===== src/rtl/core/wscfm_pkg.sv =====
package wscfm_pkg;

   // default window size in bytes
   localparam int WINDOW_BYTES_DEFAULT = 4096;

   // cursor width and the extra step taken by a call
   localparam int CURSOR_W   = 32;
   localparam int CALL_EXTRA = 4;

   // request codes
   localparam logic [1:0] REQ_LOAD  = 2'd0;
   localparam logic [1:0] REQ_START = 2'd1;
   localparam logic [1:0] REQ_ELEM  = 2'd2;

   // element codes
   localparam logic [1:0] ELEM_EXACT = 2'd0;
   localparam logic [1:0] ELEM_WILD  = 2'd1;
   localparam logic [1:0] ELEM_CALL  = 2'd2;

   // input item
   typedef struct packed {
      logic [1:0]  req_type;
      logic [11:0] address;
      logic [7:0]  load_byte;
      logic [1:0]  elem_kind;
      logic [7:0]  elem_byte;
      logic        elem_last;
   } req_item_type;

   // result item
   typedef struct packed {
      logic matched;
      logic out_of_window;
   } rsp_item_type;

   // controller states
   typedef enum logic [2:0] {
      ST_IDLE,
      ST_BYTE,
      ST_CALL,
      ST_ADD,
      ST_RESP
   } ctrl_state_type;

   // controller to datapath
   typedef struct packed {
      logic       load_wr;
      logic       start_set;
      logic       elem_latch;
      logic       wild_adv;
      logic       mark_out;
      logic       rd_en;
      logic [1:0] rd_off;
      logic       cmp_apply;
      logic       disp_shift;
      logic       call_add;
   } ctrl_cmd_type;

   // datapath to controller
   typedef struct packed {
      logic failed;
      logic byte_ok;
      logic call_ok;
   } dp_status_type;

endpackage


===== src/rtl/core/wscfm_ctrl.sv =====
module wscfm_ctrl (
   input  logic                      clock,
   input  logic                      reset,
   input  logic                      start,
   input  wscfm_pkg::req_item_type   req_item,
   input  wscfm_pkg::dp_status_type  status,
   output wscfm_pkg::ctrl_cmd_type   cmd,
   output logic                      busy,
   output logic                      rsp_valid
);

   wscfm_pkg::ctrl_state_type state_ff, state_in;
   logic [1:0] cnt_ff, cnt_in;
   logic       last_ff, last_in;
   logic       accept;
   logic       is_elem;
   logic       active_exact;
   logic       active_call;
   logic       after_elem_last;

   // accept decode
   assign accept       = start && (state_ff == wscfm_pkg::ST_IDLE);
   assign is_elem      = accept && (req_item.req_type == wscfm_pkg::REQ_ELEM);
   assign active_exact = is_elem && !status.failed
                         && (req_item.elem_kind == wscfm_pkg::ELEM_EXACT);
   assign active_call  = is_elem && !status.failed
                         && (req_item.elem_kind == wscfm_pkg::ELEM_CALL);

   assign after_elem_last = (state_ff == wscfm_pkg::ST_IDLE) ? req_item.elem_last : last_ff;

   // next state
   always_comb begin
      state_in = state_ff;
      cnt_in   = cnt_ff;
      last_in  = last_ff;
      case (state_ff)
         wscfm_pkg::ST_IDLE: begin
            if (is_elem) begin
               last_in = req_item.elem_last;
               cnt_in  = 2'd1;
               if (active_exact && status.byte_ok) begin
                  state_in = wscfm_pkg::ST_BYTE;
               end else if (active_call && status.call_ok) begin
                  state_in = wscfm_pkg::ST_CALL;
               end else if (req_item.elem_last) begin
                  state_in = wscfm_pkg::ST_RESP;
               end
            end
         end
         wscfm_pkg::ST_BYTE: begin
            state_in = after_elem_last ? wscfm_pkg::ST_RESP : wscfm_pkg::ST_IDLE;
         end
         wscfm_pkg::ST_CALL: begin
            cnt_in = cnt_ff + 2'd1;
            if (cnt_ff == 2'd3) begin
               state_in = wscfm_pkg::ST_ADD;
            end
         end
         wscfm_pkg::ST_ADD: begin
            state_in = after_elem_last ? wscfm_pkg::ST_RESP : wscfm_pkg::ST_IDLE;
         end
         wscfm_pkg::ST_RESP: begin
            state_in = wscfm_pkg::ST_IDLE;
         end
         default: begin
            state_in = wscfm_pkg::ST_IDLE;
         end
      endcase
   end

   // outputs
   always_comb begin
      cmd       = '0;
      rsp_valid = 1'b0;
      busy      = (state_ff != wscfm_pkg::ST_IDLE);
      case (state_ff)
         wscfm_pkg::ST_IDLE: begin
            cmd.load_wr    = accept && (req_item.req_type == wscfm_pkg::REQ_LOAD);
            cmd.start_set  = accept && (req_item.req_type == wscfm_pkg::REQ_START);
            cmd.elem_latch = is_elem;
            cmd.wild_adv   = is_elem && !status.failed
                             && (req_item.elem_kind == wscfm_pkg::ELEM_WILD);
            cmd.mark_out   = (active_exact && !status.byte_ok)
                             || (active_call && !status.call_ok);
            cmd.rd_en      = (active_exact && status.byte_ok)
                             || (active_call && status.call_ok);
            cmd.rd_off     = 2'd0;
         end
         wscfm_pkg::ST_BYTE: begin
            cmd.cmp_apply = 1'b1;
         end
         wscfm_pkg::ST_CALL: begin
            cmd.rd_en      = 1'b1;
            cmd.rd_off     = cnt_ff;
            cmd.disp_shift = 1'b1;
         end
         wscfm_pkg::ST_ADD: begin
            cmd.call_add = 1'b1;
         end
         wscfm_pkg::ST_RESP: begin
            rsp_valid = 1'b1;
         end
         default: begin
            cmd = '0;
         end
      endcase
   end

   // state registers
   always_ff @(posedge clock) begin
      if (reset) begin
         state_ff <= wscfm_pkg::ST_IDLE;
         cnt_ff   <= 2'd0;
         last_ff  <= 1'b0;
      end else begin
         state_ff <= state_in;
         cnt_ff   <= cnt_in;
         last_ff  <= last_in;
      end
   end

endmodule


===== config.mk =====
export PLATFORM = sky130hd
export DESIGN_NAME = wscfm_ctrl
export DESIGN_NICKNAME = d
export VERILOG_FILES = /design/src/rtl/core/wscfm_pkg.sv /design/src/rtl/core/wscfm_ctrl.sv
export SDC_FILE = /design/constraint.sdc
export NUM_CORES = 1
export LEC_CHECK = 0
export BUFFER_PORTS_ARGS = -buffer_cell sky130_fd_sc_hd__buf_2
export CAP_MARGIN = 20
export CORE_MARGIN = 2
export CORE_UTILIZATION = 32
export CTS_BUF_LIST = sky130_fd_sc_hd__clkbuf_4 sky130_fd_sc_hd__clkbuf_8 sky130_fd_sc_hd__clkbuf_16
export DETAILED_ROUTE_END_ITERATION = 7
export HOLD_SLACK_MARGIN = 0.12
export PLACE_DENSITY_LB_ADDON = 0.1
export SLEW_MARGIN = 20
export SYNTH_ARGS = -nofsm -noshare
export SYNTH_HDL_FRONTEND = slang
export SYNTH_SLANG_ARGS = --single-unit

===== constraint.sdc =====
create_clock -name clock -period 1.45 [get_ports clock]
set_input_delay 0.145 -clock clock [delete_from_list [all_inputs] [get_ports clock]]
set_output_delay 0.145 -clock clock [all_outputs]
set_load 0.02 [all_outputs]

# ---- Word-level counts from Yosys, hierarchy flattened
# Index checks and enable logic that the tools add are counted.
# W data, S select, Z words.
dict set report word_totals {
  latchBits 0
  memories 0
  wordCells 58
  output_inout_bits 13
  mem_bits_rw 0
  ff_bits 6
  romBits 0
  inputBits 39
}
dict set report classes {
  mux 16
  reduce_logical 26
  n_mul 0
  magnitude_cmp 0
  n_shift 0
  div_mod_pow 0
  addsub 1
  bitwise_logic 0
  eq_ne 12
}
# operator count
set ops {}
lappend ops {{$mux W3} 6}
lappend ops {{$logic_and A1 B1 Y1} 12}
lappend ops {{$pmux W3 S3} 1}
lappend ops {{$eq A2 B2 Y1 const B} 3}
lappend ops {{$eq A3 B2 Y1 const B} 2}
lappend ops {{$pmux W3 S2} 1}
lappend ops {{$mux W1} 5}
lappend ops {{$mux W5} 1}
lappend ops {{$eq A2 B1 Y1 const B} 2}
lappend ops {{$logic_not A2 Y1} 2}
lappend ops {{$ne A2 B2 Y1 const B} 2}
lappend ops {{$ne A4 B2 Y1 const B} 1}
lappend ops {{$pmux W2 S2} 1}
lappend ops {{$reduce_and A2 Y1} 2}
lappend ops {{$eq A3 B1 Y1 const B} 1}
lappend ops {{$eq A3 B3 Y1 const B} 1}
lappend ops {{$logic_not A1 Y1} 3}
lappend ops {{$logic_not A3 Y1} 1}
lappend ops {{$reduce_and A3 Y1} 1}
lappend ops {{$reduce_bool A3 Y1} 1}
lappend ops {{$add A2 B1 Y2 const B} 1}
lappend ops {{$logic_or A1 B1 Y1} 2}
lappend ops {{$mux W2} 1}
lappend ops {{$reduce_bool A2 Y1} 1}
lappend ops {{$reduce_or A2 Y1} 1}

# ---- Longest topological paths before layout
dict set report logic_depth {
  word_depth 10
  depth_mapped 6
  ltp_nobuf 5
}

# ---- Least setup slack after synthesis
# Ideal clock, no wire load.
dict set report synth_path {
  kind {reg-to-output}
  start {register state_ff[1]}
  end {output cmd[10] (netlist name)}
  stages_incl_launch_ff 5
  t_arrival_ns 1.521
  slack_ns -0.216
  t_required_ns 1.305
  path_buffers 1
  cell_sequence {dfxtp_1 > buf_6 > nor3_4 > inv_2 > nor4b_1}
}
# item line
set synth_rtl {}
lappend synth_rtl {{start: declaration} wscfm_ctrl.sv:12} ;# wscfm_pkg::ctrl_state_type state_ff, state_in;
lappend synth_rtl {{start signal: assignment} wscfm_ctrl.sv:112} ;# state_ff <= wscfm_pkg::ST_IDLE;
lappend synth_rtl {{start signal: assignment} wscfm_ctrl.sv:116} ;# state_ff <= state_in;
lappend synth_rtl {{end: declaration} wscfm_ctrl.sv:7} ;# output wscfm_pkg::ctrl_cmd_type cmd,

==> run metrics <==
status complete, but fails checks; failing checks negative setup slack; initial antenna violation count 0; Finished Cell Area 699.4 µm²; CP endpoint kind output pin; Crit Path Max Fanout 6; syn nets 97; FILL cells 136; Worst setup SP type register; die area between 1500 and 2000 µm²; mean area per synthesized cell 8.100 µm²; Cell Pwr Density 578.4 nW/µm²; Yosys Warn Count 0; Yosys top cell area share 0.2602; Final nets about 130; Critical Path Source state_ff[2]; clk root buf clkbuf_4; routability cong. 0.7858; Fin Setup TNS -17.84 ps; average wire per cell in the routed design approximately 12 µm; flops & latches, synth 6; worst-margin pin slew 376.6 ps; Top Ports 52; Min Clock Period, post-route 1467 ps; max-slew violations 0; CTS max path bufs 2; global-route wire length before repair 1759 µm; ant diodes 0; core area 1318 µm²; maximum VDD drop 0.4310 mV; Tcrit/Tclk final 1.012; synth cell count leaders 6 x dfxtp_1, 5 x nor2_1, 4 x a21oi_1, 4 x nand2_1, 4 x o21ai_0; CTS sink count 6; M2 GR Usage 0.2281; DRC 0; min-delay src reset; Mapped Cells 57; Arr. time, crit path 1320 ps; placed cell areas roughly 600 µm²; die height 41.99 µm; GR peak layer met2; Area growth, synth to finish 51.49%; drt total wl around 1200 µm; sequential cell area between 100 and 150 µm²; FP Rows 13; DIE WIDTH ~42 µm; vias per std cell approximately 5.2; Synth area leader dfxtp_1; Cell Area, Synth 461.7 µm²; port bufs 23; vias in the first global route about 440; commonest register cell after synthesis dfxtp_1; Starting Density 0.3504; P_leak about 0.34 nW; Post-synth EDFFs 0; GR Util met1 0.1526; setup ws final -17.11 ps; RSZ-0062 raised after global routing yes; asr flop ratio synth 0; post-DP HPWL 896.2 µm; HP Class input port to register; count of final hold-check violations 0; type of the worst setup path register to output pin; Worst Path Required 1310 ps; CTS tree done; hold-fix buffer count after cts 0; Total GRT Usage 0.1334; Via Count 527; pin count of the biggest net entering global routing 10; synth top area cells dfxtp_1 26%, a21oi_1 4.3%, o21ai_0 4.3%; post-route ant nets 0; clock latency on the worst-skew pair 240 ps; Yosys cell types 31; FF-to-FF Start state_ff[2]; GRT overflow 0; M3 GR Usage 0.06466; multi-input logic area between 300 and 400 µm²; DR pass1 iterations 2; Fmax 681.6 MHz; # Max-Cap Violations 0; CTS buffer count 3; DRT iter0 DRCs 3; CTS HTree Levels 1; clk slew on worst S/H paths 40 ps; setup violators final 2; Slew HR 0.7480; share of layout cells above drive strength 1 0.5402; Final Skew 3.022 ps; most frequent cell after synthesis dfxtp_1; sequential area share after synthesis 0.2602
## final cells by class
class,instances,area share
Multi-Input combinational cell,46,0.4848
Timing Repair Buffer,29,0.2558
Sequential cell,6,0.1843
Clock buffer,3,0.03220
Tap cell,15,0.02683
Inverter,3,0.01610
## power breakdown
part	switching, mW	internal, mW
Clock	0.0537	0.0932
Sequential	0.00412	0.166
Combinational	0.0450	0.0424
## registers in the layout, indices dropped and copies added (netlist names)
| name | flops |
|---|---|
| state_ff | 3 |
| cnt_ff | 2 |
| last_ff | 1 |
## per-layer routing
metal,vias up,wire length [µm]
li1,274,-
met1,242,562
met2,11,590
met3,0,53
met4,0,0
met5,-,0
## through the flow
stage	cells	setup slack, ps	hold WS (ps)	util	power [mW]
final	102	-17.11	150.6	0.5309	0.4045
after global placement	95	117.5	396.0	0.4587	0.2519
after global routing	102	-83.06	146.0	0.5309	0.4271
after detailed placement	95	120.3	398.4	0.4587	0.2532
after floorplan	57	10.20	209.6	-	0.2182
after CTS	101	-13.23	138.8	0.5062	0.4076
## cell usage in the layout (no fill, tap or decap), drive strengths merged, types with 2 or more instances in the layout
| cell type | count |
|---|---|
| buf | 28 |
| nor2 | 6 |
| dfxtp | 6 |
| nand2 | 4 |
| a21oi | 4 |
| o21ai | 4 |
| and2 | 4 |
| clkbuf | 4 |
| inv | 3 |
| nand3b | 2 |
| nor3b | 2 |
| a31oi | 2 |
| nand4 | 2 |
| nor3 | 2 |
| nor4b | 2 |
| and3b | 2 |
## worst max-delay path, stage by stage (launching register included)
cell and delay (ps):
dfxtp_4 370, nor3_4 210, inv_2 100, nor2_4 110
and3_2 190, buf_6 110
## path summary, 6_finish.rpt
check	to	slack (ps)	depth (start not counted)
min	cnt_ff[0]	150	2
max reg2reg	state_ff[2]	160	5
min reg2reg	last_ff	470	2
max	cmd[7]	-20	5
## logic make-up after synthesis
logic type | Yosys count | synth area share
flops | 6 | 0.2602
fa+ha+maj | 1 | 0.02710
buf+inv | 5 | 0.06504
mux | 1 | 0.02439
simple gates | 30 | 0.4201
compound gates | 14 | 0.2033
## repair_timing
action	4_1_cts	5_1_grt
resized for setup	8	6
setup buffers	3	1
setup endpoints to repair	7	8
pin swaps	2	3
hold endpoints to repair	0	0
Note: power is estimated with default switching activity, not from simulation.
